### src/design/scms_pkg.sv
// Shared types and constants for the spray-clean motion sequencer.
// Used by the core, the register file, the top level and the checker.
package scms_pkg;

  localparam int SEQ_W = 3;

  localparam logic [SEQ_W-1:0] ST_IDLE    = 3'd0;
  localparam logic [SEQ_W-1:0] ST_HOMING  = 3'd1;
  localparam logic [SEQ_W-1:0] ST_PARKED  = 3'd2;
  localparam logic [SEQ_W-1:0] ST_WAITING = 3'd3;
  localparam logic [SEQ_W-1:0] ST_SPRAY   = 3'd4;
  localparam logic [SEQ_W-1:0] ST_OSC     = 3'd5;

  localparam logic [7:0] FAN_OFF   = 8'd0;
  localparam logic [7:0] FAN_PRIME = 8'd128;
  localparam logic [7:0] FAN_MAX   = 8'd255;

  localparam int REG_IDX_W = 3;
  localparam logic [REG_IDX_W-1:0] REG_DEBOUNCE   = 3'd0;
  localparam logic [REG_IDX_W-1:0] REG_STEP_INT   = 3'd1;
  localparam logic [REG_IDX_W-1:0] REG_SWEEP_INT  = 3'd2;
  localparam logic [REG_IDX_W-1:0] REG_STABILIZE  = 3'd3;
  localparam logic [REG_IDX_W-1:0] REG_PARK_POS   = 3'd4;
  localparam logic [REG_IDX_W-1:0] REG_CENTER_POS = 3'd5;
  localparam logic [REG_IDX_W-1:0] REG_STEPS_SWP  = 3'd6;
  localparam logic [REG_IDX_W-1:0] REG_SWEEPS_TOT = 3'd7;

  localparam int IN_TDATA_W  = 8;
  localparam int OUT_TDATA_W = 40;
  localparam int OUT_USED_W  = 33;

  typedef struct packed {
    logic [7:0]  debounce_ms;
    logic [15:0] step_interval_ms;
    logic [15:0] sweep_interval_ms;
    logic [15:0] stabilize_ms;
    logic [14:0] park_position;
    logic [14:0] center_position;
    logic [7:0]  steps_per_sweep;
    logic [7:0]  sweeps_total;
  } cfg_t;

  typedef struct packed {
    logic limit_raw_pressed;
    logic spray_valve_on;
    logic flow_present;
  } sample_t;

  typedef struct packed {
    logic [15:0]      motor_position;
    logic             ultrasonic_on;
    logic [7:0]       fan_level;
    logic             yellow_led;
    logic             green_led;
    logic             step_toward_far;
    logic             step_pulse;
    logic             motor_enable;
    logic [SEQ_W-1:0] seq_code;
  } result_t;

endpackage

### src/design/spray_clean_motion_sequencer.sv
// Top level of the spray-clean motion sequencer: input and result registers
// around scms_core, plus the scms_cfg_regs register file. Depends on scms_pkg.
//
// Usage: one input word per millisecond tick on in_* (limit switch, spray
// valve and flow levels); one result word per input word on out_* (state,
// motor enable/step/direction, LEDs, fan level, ultrasonic, position).
// Settings are written over cfg_* while no word is in flight.
// A word accepted into the input register passes through the core into the
// result register, which shows it on out_*. Throughput: one word per cycle
// while the receiver is not stalling, set by the single pass through the core.
// The input register is freed whenever the result register is empty or is
// being taken, so a waiting result does not block the next input word.
// When the receiver stalls, out_tdata holds and in_tready drops once both
// registers are full.
// Reset (rst_n low, synchronous) empties both registers, returns the
// sequencer to idle at position zero and loads the default settings.
module spray_clean_motion_sequencer #(
  parameter int POSITION_BITS = 16
) (
  input  logic                               clk,
  input  logic                               rst_n,
  input  logic                               in_tvalid,
  output logic                               in_tready,
  // [0] limit_raw_pressed, [1] spray_valve_on, [2] flow_present, [7:3] zero
  input  logic [scms_pkg::IN_TDATA_W-1:0]    in_tdata,
  output logic                               out_tvalid,
  input  logic                               out_tready,
  // [2:0] seq_code, [3] motor_enable, [4] step_pulse, [5] step_toward_far,
  // [6] green_led, [7] yellow_led, [15:8] fan_level, [16] ultrasonic_on,
  // [32:17] motor_position, [39:33] zero
  output logic [scms_pkg::OUT_TDATA_W-1:0]   out_tdata,
  input  logic                               cfg_psel,
  input  logic                               cfg_penable,
  input  logic                               cfg_pwrite,
  input  logic [4:0]                         cfg_paddr,
  input  logic [31:0]                        cfg_pwdata,
  output logic [31:0]                        cfg_prdata,
  output logic                               cfg_pready
);

  scms_pkg::cfg_t     cfg;
  scms_pkg::sample_t  sample_r;
  scms_pkg::result_t  result, result_r;
  logic               in_valid_r;
  logic               out_valid_r;
  logic               advance;

  assign advance   = in_valid_r && (!out_valid_r || out_tready);
  assign in_tready = !in_valid_r || advance;

  always_ff @(posedge clk) begin
    if (!rst_n) begin
      in_valid_r <= 1'b0;
    end else if (in_tready) begin
      in_valid_r <= in_tvalid;
    end
  end

  always_ff @(posedge clk) begin
    if (in_tready && in_tvalid) begin
      sample_r.limit_raw_pressed <= in_tdata[0];
      sample_r.spray_valve_on    <= in_tdata[1];
      sample_r.flow_present      <= in_tdata[2];
    end
  end

  always_ff @(posedge clk) begin
    if (!rst_n) begin
      out_valid_r <= 1'b0;
    end else if (advance) begin
      out_valid_r <= 1'b1;
    end else if (out_tready) begin
      out_valid_r <= 1'b0;
    end
  end

  always_ff @(posedge clk) begin
    if (advance) begin
      result_r <= result;
    end
  end

  assign out_tvalid = out_valid_r;
  assign out_tdata  = {{(scms_pkg::OUT_TDATA_W - scms_pkg::OUT_USED_W){1'b0}}, result_r};

  scms_cfg_regs u_cfg_regs (
    .clk     (clk),
    .rst_n   (rst_n),
    .psel    (cfg_psel),
    .penable (cfg_penable),
    .pwrite  (cfg_pwrite),
    .paddr   (cfg_paddr),
    .pwdata  (cfg_pwdata),
    .prdata  (cfg_prdata),
    .pready  (cfg_pready),
    .cfg     (cfg)
  );

  scms_core #(
    .POSITION_BITS (POSITION_BITS)
  ) u_core (
    .clk     (clk),
    .rst_n   (rst_n),
    .advance (advance),
    .sample  (sample_r),
    .cfg     (cfg),
    .result  (result)
  );

endmodule

### src/design/scms_cfg_regs.sv
// APB-style register file for the sequencer settings.
// Depends on scms_pkg for the register indexes and cfg_t.
module scms_cfg_regs (
  input  logic                clk,
  input  logic                rst_n,
  input  logic                psel,
  input  logic                penable,
  input  logic                pwrite,
  input  logic [4:0]          paddr,
  input  logic [31:0]         pwdata,
  output logic [31:0]         prdata,
  output logic                pready,
  output scms_pkg::cfg_t      cfg
);

  scms_pkg::cfg_t                     cfg_r;
  logic [scms_pkg::REG_IDX_W-1:0]     idx;
  logic                               wr_en;

  assign idx    = paddr[4:2];
  assign wr_en  = psel && penable && pwrite;
  assign pready = 1'b1;
  assign cfg    = cfg_r;

  always_ff @(posedge clk) begin
    if (!rst_n) begin
      cfg_r.debounce_ms       <= 8'd20;
      cfg_r.step_interval_ms  <= 16'd50;
      cfg_r.sweep_interval_ms <= 16'd10000;
      cfg_r.stabilize_ms      <= 16'd2000;
      cfg_r.park_position     <= 15'd7;
      cfg_r.center_position   <= 15'd26;
      cfg_r.steps_per_sweep   <= 8'd16;
      cfg_r.sweeps_total      <= 8'd20;
    end else if (wr_en) begin
      unique case (idx)
        scms_pkg::REG_DEBOUNCE:   cfg_r.debounce_ms       <= pwdata[7:0];
        scms_pkg::REG_STEP_INT:   cfg_r.step_interval_ms  <= pwdata[15:0];
        scms_pkg::REG_SWEEP_INT:  cfg_r.sweep_interval_ms <= pwdata[15:0];
        scms_pkg::REG_STABILIZE:  cfg_r.stabilize_ms      <= pwdata[15:0];
        scms_pkg::REG_PARK_POS:   cfg_r.park_position     <= pwdata[14:0];
        scms_pkg::REG_CENTER_POS: cfg_r.center_position   <= pwdata[14:0];
        scms_pkg::REG_STEPS_SWP:  cfg_r.steps_per_sweep   <= pwdata[7:0];
        scms_pkg::REG_SWEEPS_TOT: cfg_r.sweeps_total      <= pwdata[7:0];
        default: ;
      endcase
    end
  end

  always_comb begin
    unique case (idx)
      scms_pkg::REG_DEBOUNCE:   prdata = {24'd0, cfg_r.debounce_ms};
      scms_pkg::REG_STEP_INT:   prdata = {16'd0, cfg_r.step_interval_ms};
      scms_pkg::REG_SWEEP_INT:  prdata = {16'd0, cfg_r.sweep_interval_ms};
      scms_pkg::REG_STABILIZE:  prdata = {16'd0, cfg_r.stabilize_ms};
      scms_pkg::REG_PARK_POS:   prdata = {17'd0, cfg_r.park_position};
      scms_pkg::REG_CENTER_POS: prdata = {17'd0, cfg_r.center_position};
      scms_pkg::REG_STEPS_SWP:  prdata = {24'd0, cfg_r.steps_per_sweep};
      scms_pkg::REG_SWEEPS_TOT: prdata = {24'd0, cfg_r.sweeps_total};
      default:                  prdata = 32'd0;
    endcase
  end

endmodule

### src/design/scms_core.sv
// Debounce, transition rules and state actions for one tick.
// Holds the sequencer state; depends on scms_pkg.
module scms_core #(
  parameter int POSITION_BITS = 16
) (
  input  logic                 clk,
  input  logic                 rst_n,
  input  logic                 advance,
  input  scms_pkg::sample_t    sample,
  input  scms_pkg::cfg_t       cfg,
  output scms_pkg::result_t    result
);

  localparam int CMP_W = POSITION_BITS + 16;
  localparam logic signed [POSITION_BITS-1:0] POS_TOP =
    {1'b0, {(POSITION_BITS-1){1'b1}}};
  localparam logic signed [POSITION_BITS-1:0] POS_BOT =
    {1'b1, {(POSITION_BITS-1){1'b0}}};

  logic [scms_pkg::SEQ_W-1:0]       seq_r, seq_nxt, seq_cur;
  logic signed [POSITION_BITS-1:0]  pos_r, pos_nxt, pos_t;
  logic [15:0]                      tss_r, tss_nxt, tss_inc;
  logic [15:0]                      tis_r, tis_nxt, tis_inc;
  logic [7:0]                       swp_cnt_r, swp_cnt_nxt, cnt_inc;
  logic [7:0]                       swp_done_r, swp_done_nxt;
  logic                             dir_r, dir_nxt;
  logic                             last_r, last_nxt;
  logic [7:0]                       stab_r, stab_nxt;
  logic                             pressed_r, pressed_nxt;

  logic signed [CMP_W-1:0]          pos_c, park_c, center_c;
  logic                             at_park, below_center, above_center;
  logic                             step_now, step_far;
  logic                             en, green, yellow, us;
  logic [7:0]                       fan;
  logic [CMP_W-1:0]                 pos_ext;

  always_comb begin
    seq_cur      = (seq_r > scms_pkg::ST_OSC) ? scms_pkg::ST_IDLE : seq_r;
    step_now     = 1'b0;
    step_far     = 1'b0;
    en           = 1'b0;
    green        = 1'b0;
    yellow       = 1'b0;
    us           = 1'b0;
    fan          = scms_pkg::FAN_OFF;
    swp_cnt_nxt  = swp_cnt_r;
    swp_done_nxt = swp_done_r;
    dir_nxt      = dir_r;
    pos_t        = pos_r;

    // debounce
    if (sample.limit_raw_pressed != last_r) begin
      last_nxt = sample.limit_raw_pressed;
      stab_nxt = 8'd0;
    end else begin
      last_nxt = last_r;
      stab_nxt = (stab_r == 8'hFF) ? stab_r : stab_r + 8'd1;
    end
    pressed_nxt = (stab_nxt >= cfg.debounce_ms) ? last_nxt : pressed_r;

    tss_inc = (tss_r == 16'hFFFF) ? tss_r : tss_r + 16'd1;
    tis_inc = (tis_r == 16'hFFFF) ? tis_r : tis_r + 16'd1;
    tss_nxt = tss_inc;
    tis_nxt = tis_inc;
    seq_nxt = seq_cur;

    park_c   = CMP_W'(cfg.park_position);
    center_c = CMP_W'(cfg.center_position);
    pos_c    = CMP_W'(pos_r);
    at_park  = pos_c >= park_c;

    // transitions
    unique case (seq_cur)
      scms_pkg::ST_IDLE: begin
        if (sample.spray_valve_on) begin
          seq_nxt = scms_pkg::ST_HOMING;
        end
      end
      scms_pkg::ST_HOMING: begin
        if (pressed_nxt) begin
          pos_t   = '0;
          seq_nxt = scms_pkg::ST_PARKED;
        end
      end
      scms_pkg::ST_PARKED: begin
        if (at_park && sample.spray_valve_on) begin
          if (!sample.flow_present) begin
            seq_nxt = scms_pkg::ST_WAITING;
          end else begin
            seq_nxt = scms_pkg::ST_SPRAY;
          end
        end
      end
      scms_pkg::ST_WAITING: begin
        if (!sample.spray_valve_on) begin
          seq_nxt = scms_pkg::ST_PARKED;
        end else if (sample.flow_present) begin
          seq_nxt = scms_pkg::ST_SPRAY;
        end
      end
      scms_pkg::ST_SPRAY: begin
        if (!sample.spray_valve_on || !sample.flow_present) begin
          seq_nxt = scms_pkg::ST_IDLE;
        end else if (tis_inc >= cfg.stabilize_ms && pos_c >= center_c) begin
          seq_nxt = scms_pkg::ST_OSC;
        end
      end
      default: begin
        if (!sample.spray_valve_on || !sample.flow_present ||
            swp_done_r >= cfg.sweeps_total) begin
          seq_nxt = scms_pkg::ST_IDLE;
        end
      end
    endcase

    if (seq_nxt != seq_cur) begin
      tis_nxt = 16'd0;
    end
    if (seq_nxt == scms_pkg::ST_SPRAY && seq_cur != scms_pkg::ST_SPRAY) begin
      swp_done_nxt = 8'd0;
      dir_nxt      = 1'b0;
      swp_cnt_nxt  = 8'd0;
    end

    pos_c        = CMP_W'(pos_t);
    below_center = pos_c < center_c;
    above_center = pos_c > center_c;
    cnt_inc      = swp_cnt_nxt + 8'd1;

    // actions
    unique case (seq_nxt)
      scms_pkg::ST_IDLE: ;
      scms_pkg::ST_HOMING: begin
        en     = 1'b1;
        yellow = 1'b1;
        if (tss_inc >= cfg.step_interval_ms) begin
          step_now = 1'b1;
          tss_nxt  = 16'd0;
        end
      end
      scms_pkg::ST_PARKED: begin
        green = 1'b1;
        if (pos_c < park_c) begin
          en = 1'b1;
          if (tss_inc >= cfg.step_interval_ms) begin
            step_now = 1'b1;
            step_far = 1'b1;
            tss_nxt  = 16'd0;
          end
        end
      end
      scms_pkg::ST_WAITING: begin
        yellow = 1'b1;
        fan    = scms_pkg::FAN_PRIME;
      end
      scms_pkg::ST_SPRAY: begin
        fan   = scms_pkg::FAN_MAX;
        us    = 1'b1;
        green = 1'b1;
        en    = 1'b1;
        if (tss_inc >= cfg.step_interval_ms) begin
          step_now = below_center || above_center;
          step_far = below_center;
          tss_nxt  = 16'd0;
        end
      end
      default: begin
        en    = 1'b1;
        fan   = scms_pkg::FAN_MAX;
        us    = 1'b1;
        green = 1'b1;
        if (tss_inc >= cfg.sweep_interval_ms) begin
          step_now    = 1'b1;
          step_far    = dir_nxt;
          tss_nxt     = 16'd0;
          swp_cnt_nxt = cnt_inc;
          if (cnt_inc >= cfg.steps_per_sweep) begin
            swp_cnt_nxt  = 8'd0;
            dir_nxt      = !dir_nxt;
            swp_done_nxt = (swp_done_nxt == 8'hFF) ? swp_done_nxt
                                                   : swp_done_nxt + 8'd1;
          end
        end
      end
    endcase

    pos_nxt = pos_t;
    if (step_now) begin
      if (step_far) begin
        if (pos_t != POS_TOP) pos_nxt = pos_t + POSITION_BITS'(1);
      end else begin
        if (pos_t != POS_BOT) pos_nxt = pos_t - POSITION_BITS'(1);
      end
    end

    pos_ext = CMP_W'(pos_nxt);

    result.seq_code        = seq_nxt;
    result.motor_enable    = en;
    result.step_pulse      = step_now;
    result.step_toward_far = step_far;
    result.green_led       = green;
    result.yellow_led      = yellow;
    result.fan_level       = fan;
    result.ultrasonic_on   = us;
    result.motor_position  = pos_ext[15:0];
  end

  always_ff @(posedge clk) begin
    if (!rst_n) begin
      seq_r      <= scms_pkg::ST_IDLE;
      pos_r      <= '0;
      tss_r      <= '0;
      tis_r      <= '0;
      swp_cnt_r  <= '0;
      swp_done_r <= '0;
      dir_r      <= 1'b0;
      last_r     <= 1'b0;
      stab_r     <= '0;
      pressed_r  <= 1'b0;
    end else if (advance) begin
      seq_r      <= seq_nxt;
      pos_r      <= pos_nxt;
      tss_r      <= tss_nxt;
      tis_r      <= tis_nxt;
      swp_cnt_r  <= swp_cnt_nxt;
      swp_done_r <= swp_done_nxt;
      dir_r      <= dir_nxt;
      last_r     <= last_nxt;
      stab_r     <= stab_nxt;
      pressed_r  <= pressed_nxt;
    end
  end

endmodule

### config.mk
export PLATFORM = sky130hd
export DESIGN_NAME = spray_clean_motion_sequencer
export DESIGN_NICKNAME = d
export VERILOG_FILES = /design/src/design/scms_pkg.sv /design/src/design/spray_clean_motion_sequencer.sv /design/src/design/scms_cfg_regs.sv /design/src/design/scms_core.sv
export SDC_FILE = /design/constraint.sdc
export NUM_CORES = 1
export LEC_CHECK = 0
export ABC_AREA = 1
export BUFFER_PORTS_ARGS = -buffer_cell sky130_fd_sc_hd__buf_2
export CORE_ASPECT_RATIO = 2
export CORE_UTILIZATION = 55
export CTS_CLUSTER_DIAMETER = 120
export DETAILED_ROUTE_END_ITERATION = 16
export PLACE_DENSITY = 0.84
export SETUP_SLACK_MARGIN = 0.5
export SYNTH_ARGS = -nofsm -noshare
export SYNTH_HDL_FRONTEND = slang
export SYNTH_SLANG_ARGS = --single-unit
### constraint.sdc
create_clock -name clk -period 4.8 [get_ports clk]
set_clock_uncertainty 0.2 [all_clocks]
set_input_delay 0.96 -clock clk [delete_from_list [all_inputs] [get_ports clk]]
set_output_delay 0.96 -clock clk [all_outputs]
set_load 0.005 [all_outputs]
==> flow_summary.ini <==
[hold_path]
worst_hold_path_type = reg2reg
min_path_cells = 2
hold_start = u_core.tss_r[15]

[clocking]
ctsHoldBuffers = 0
clk_path_buf_depth = 3
clock_sinks = 212
cts_buffers = 21
worstSkewPairLatency_ps = 530
cts_tree = yes
htree_levels = 1
cts_root_buf = clkbuf_16
clk_pin_slew_ps = 70

[die]
rows = 83
die_x_um = 117
fp.dieH_um = 231
die-area_mm2 = 0.0270
initial_core_util = 0.561
pin_count = 127
core_mm2 = 0.0258

[timing]
min_period_ps = 5750
drv_slew = 0
slew_headroom = 0.289
max_freq_ghz = 0.174
min_period_over_period = 1.20
grt_setup_unrepaired = yes
setup_viol = 69
worst_slack_ps = -947
hold_viol = 0
whs_ps = 282
worst_pin_slew_ps = 1070

[global_route]
grt_pass1_wl_um = 75700
first_global_vias = 15450
grt_max_degree = 112
antenna_found_initial = 0
gr-usage-all-layers = 0.364
overflow = 0

[synthesis]
synth-seq-cells = 212
syn_area_mm2 = 0.0144
syn_inst = 2085
synthTopCellsByArea = dfxtp_1, ha_1, nand2_1
synth.largest_area_cell = dfxtp_1
synth_top_area_frac = 0.252
yosysWarnings = 0
synth_edf_count = 30
avgSynthCellArea_um2 = 6.93
synth_flop_cell = dfxtp_1
ys_types = 53
ys_seq_area_frac = 0.315
synthArstFlopShare = 0

[job]
cap_violations = 0

[routing]
avgRoutedWirePerCell_um = 19.2
drc = 0
ant_nets = 0
vias = 16129
drt_wl_total_um = 51400
drt-pass1-iter-count = 8
drt_iter0_drc = 1514
via_per_inst = 6.02

[cells_and_area]
drive_above_1_share = 0.215
mostFrequentLayoutCells = nand2_1, inv_1, a21oi_1
final_common_cell = nand2_1
utilization = 0.695
area_delta_synth_final_pct = 23.9
antenna_cells = 0
n_fill_cell = 2122
fin_nets = 2518

[place]
dpl_worst_slack_ps = -600
io_buffers = 79
dp_hpwl_um = 35200
finalWeightedCongestion = 0.978

[worst_setup_path]
cpLargestDelayFamily = simple AND/OR/NAND/NOR gates
critPathLaunchType = flop
reg2reg_depth = 34
end_kind = flop
cp_slowest_stage_delay_ps = 350
crit_path_top_delay_cell = dfxtp_2
crit_required_ps = 4990
critPathBufInv = 6
cp_common_cell = nand2_1
cp-startpoint = u_core.stab_r[1]
path_depth = 34
reg2reg_from = u_core.stab_r[1]
worst-setup-path-type = reg2reg
arrival_ps = 5930
critPathMaxFanout = 5

[run_status]
status = finished, violations left
failed_checks = setup timing

[power]
power.share.combinational = 0.233
switching_share = 0.318
p_int_uw = 3210
leakagePower_uw = 0.00832
power.switching_uw = 1490
ir_worst_vdd_uv = 259
clockPowerShare = 0.362
power_density_mw_per_mm2 = 263
seqPwrFrac = 0.405
design_power_total_uw = 4700
-- cells by family after synthesis --
logic type,count (synthesis),share of synthesized area
AO/OA/AOI/OAI,490,0.191
XOR/XNOR,31,0.0188
adder cells (fa/ha/maj),141,0.122
buffers and inverters,398,0.113
flip-flops,212,0.315
other,2,0.000520
AND/OR/NAND/NOR,811,0.240
-- power by group through the flow --
stage               Sequential, µW  Clock (µW)  Combinational [µW]
floorplan                     1930           0                 594
global placement              1930           0                 928
detailed placement            1930           0                 951
CTS                           1900        1690                1010
global route                  1900        1750                1190
finish                        1900        1700                1100
-- final cells by class --
type	count	area, µm²	area share
clock buffer	32	648	0.0362
inverter	302	1160	0.0648
sequential	212	4550	0.254
clock inverter	5	30.0	0.00168
timing repair buffer	291	2060	0.115
multi-input combinational	1497	9010	0.504
tap	340	425	0.0238
-- state kept, by name (all words and copies together) (netlist names), 3 cells and up --
| register | cells |
|---|---|
| u_core.pos_r | 16 |
| u_core.tis_r | 16 |
| u_core.stab_r | 8 |
| u_core.seq_r | 3 |
| u_cfg_regs.cfg | 102 |
| sample_r | 3 |
| out_tdata | 27 |
| u_core.swp_done_r | 8 |
| u_core.tss_r | 16 |
| u_core.swp_cnt_r | 8 |
-- worst reg2reg max path: cells and delay by family (launching register included) --
family | cells | cell delay [ps]
AO/OA/AOI/OAI | 4 | 600
XOR/XNOR | 1 | 230
adder cells (fa/ha/maj) | 2 | 680
buffers and inverters | 6 | 750
flip-flops | 1 | 350
AND/OR/NAND/NOR | 21 | 2810
-- synth_stat cells (all sizes together) (4+ instances only) --
cell / number
a211oi: 13
a21oi: 234
a221oi: 13
buf: 43
clkbuf: 53
clkinv: 4
dfxtp: 182
edfxtp: 30
ha: 141
inv: 298
nand2: 422
nand3: 112
nand4: 46
nor2: 169
nor3: 42
nor4: 9
o2111ai: 4
o211ai: 26
o21a: 6
o21ai: 147
o221ai: 6
o22ai: 23
or2: 7
xnor2: 4
xor2: 27
-- timing repair --
action,4_1_cts,5_1_grt
resized for setup,71,77
setup endpoints to repair,84,86
hold endpoints to repair,0,0
pin swaps,30,50
buffers inserted,45,16
-- stage by stage --
step / instance area [µm²] / TNS [ps] / cells
6_report: 17900 / -41870 / 2679
5_1_grt: 17900 / -60870 / 2679
4_1_cts: 17400 / -2510 / 2663
3_5_place_dp: 16100 / -17930 / 2581
3_3_place_gp: 16100 / -10450 / 2581
2_1_floorplan: 14600 / 0 / 2107
-- per-layer routing --
metal  vias up  track usage  part of all wire
met5         -            0                 0
met4         0        0.340              0.11
met3       417       0.0442             0.064
met2       940        0.653              0.50
met1      7332        0.347              0.32
li1       7440            -                 -
-- final timing paths --
| path | end | slack (ps) |
|---|---|---|
| worst min-delay path | u_core.tss_r[15] | 280 |
| worst max register to register | u_core.swp_done_r[4] | -950 |
| worst max-delay path | u_core.swp_done_r[4] | -950 |
| worst min register to register | u_core.tss_r[15] | 280 |
Power figures use the tool's default switching activity.
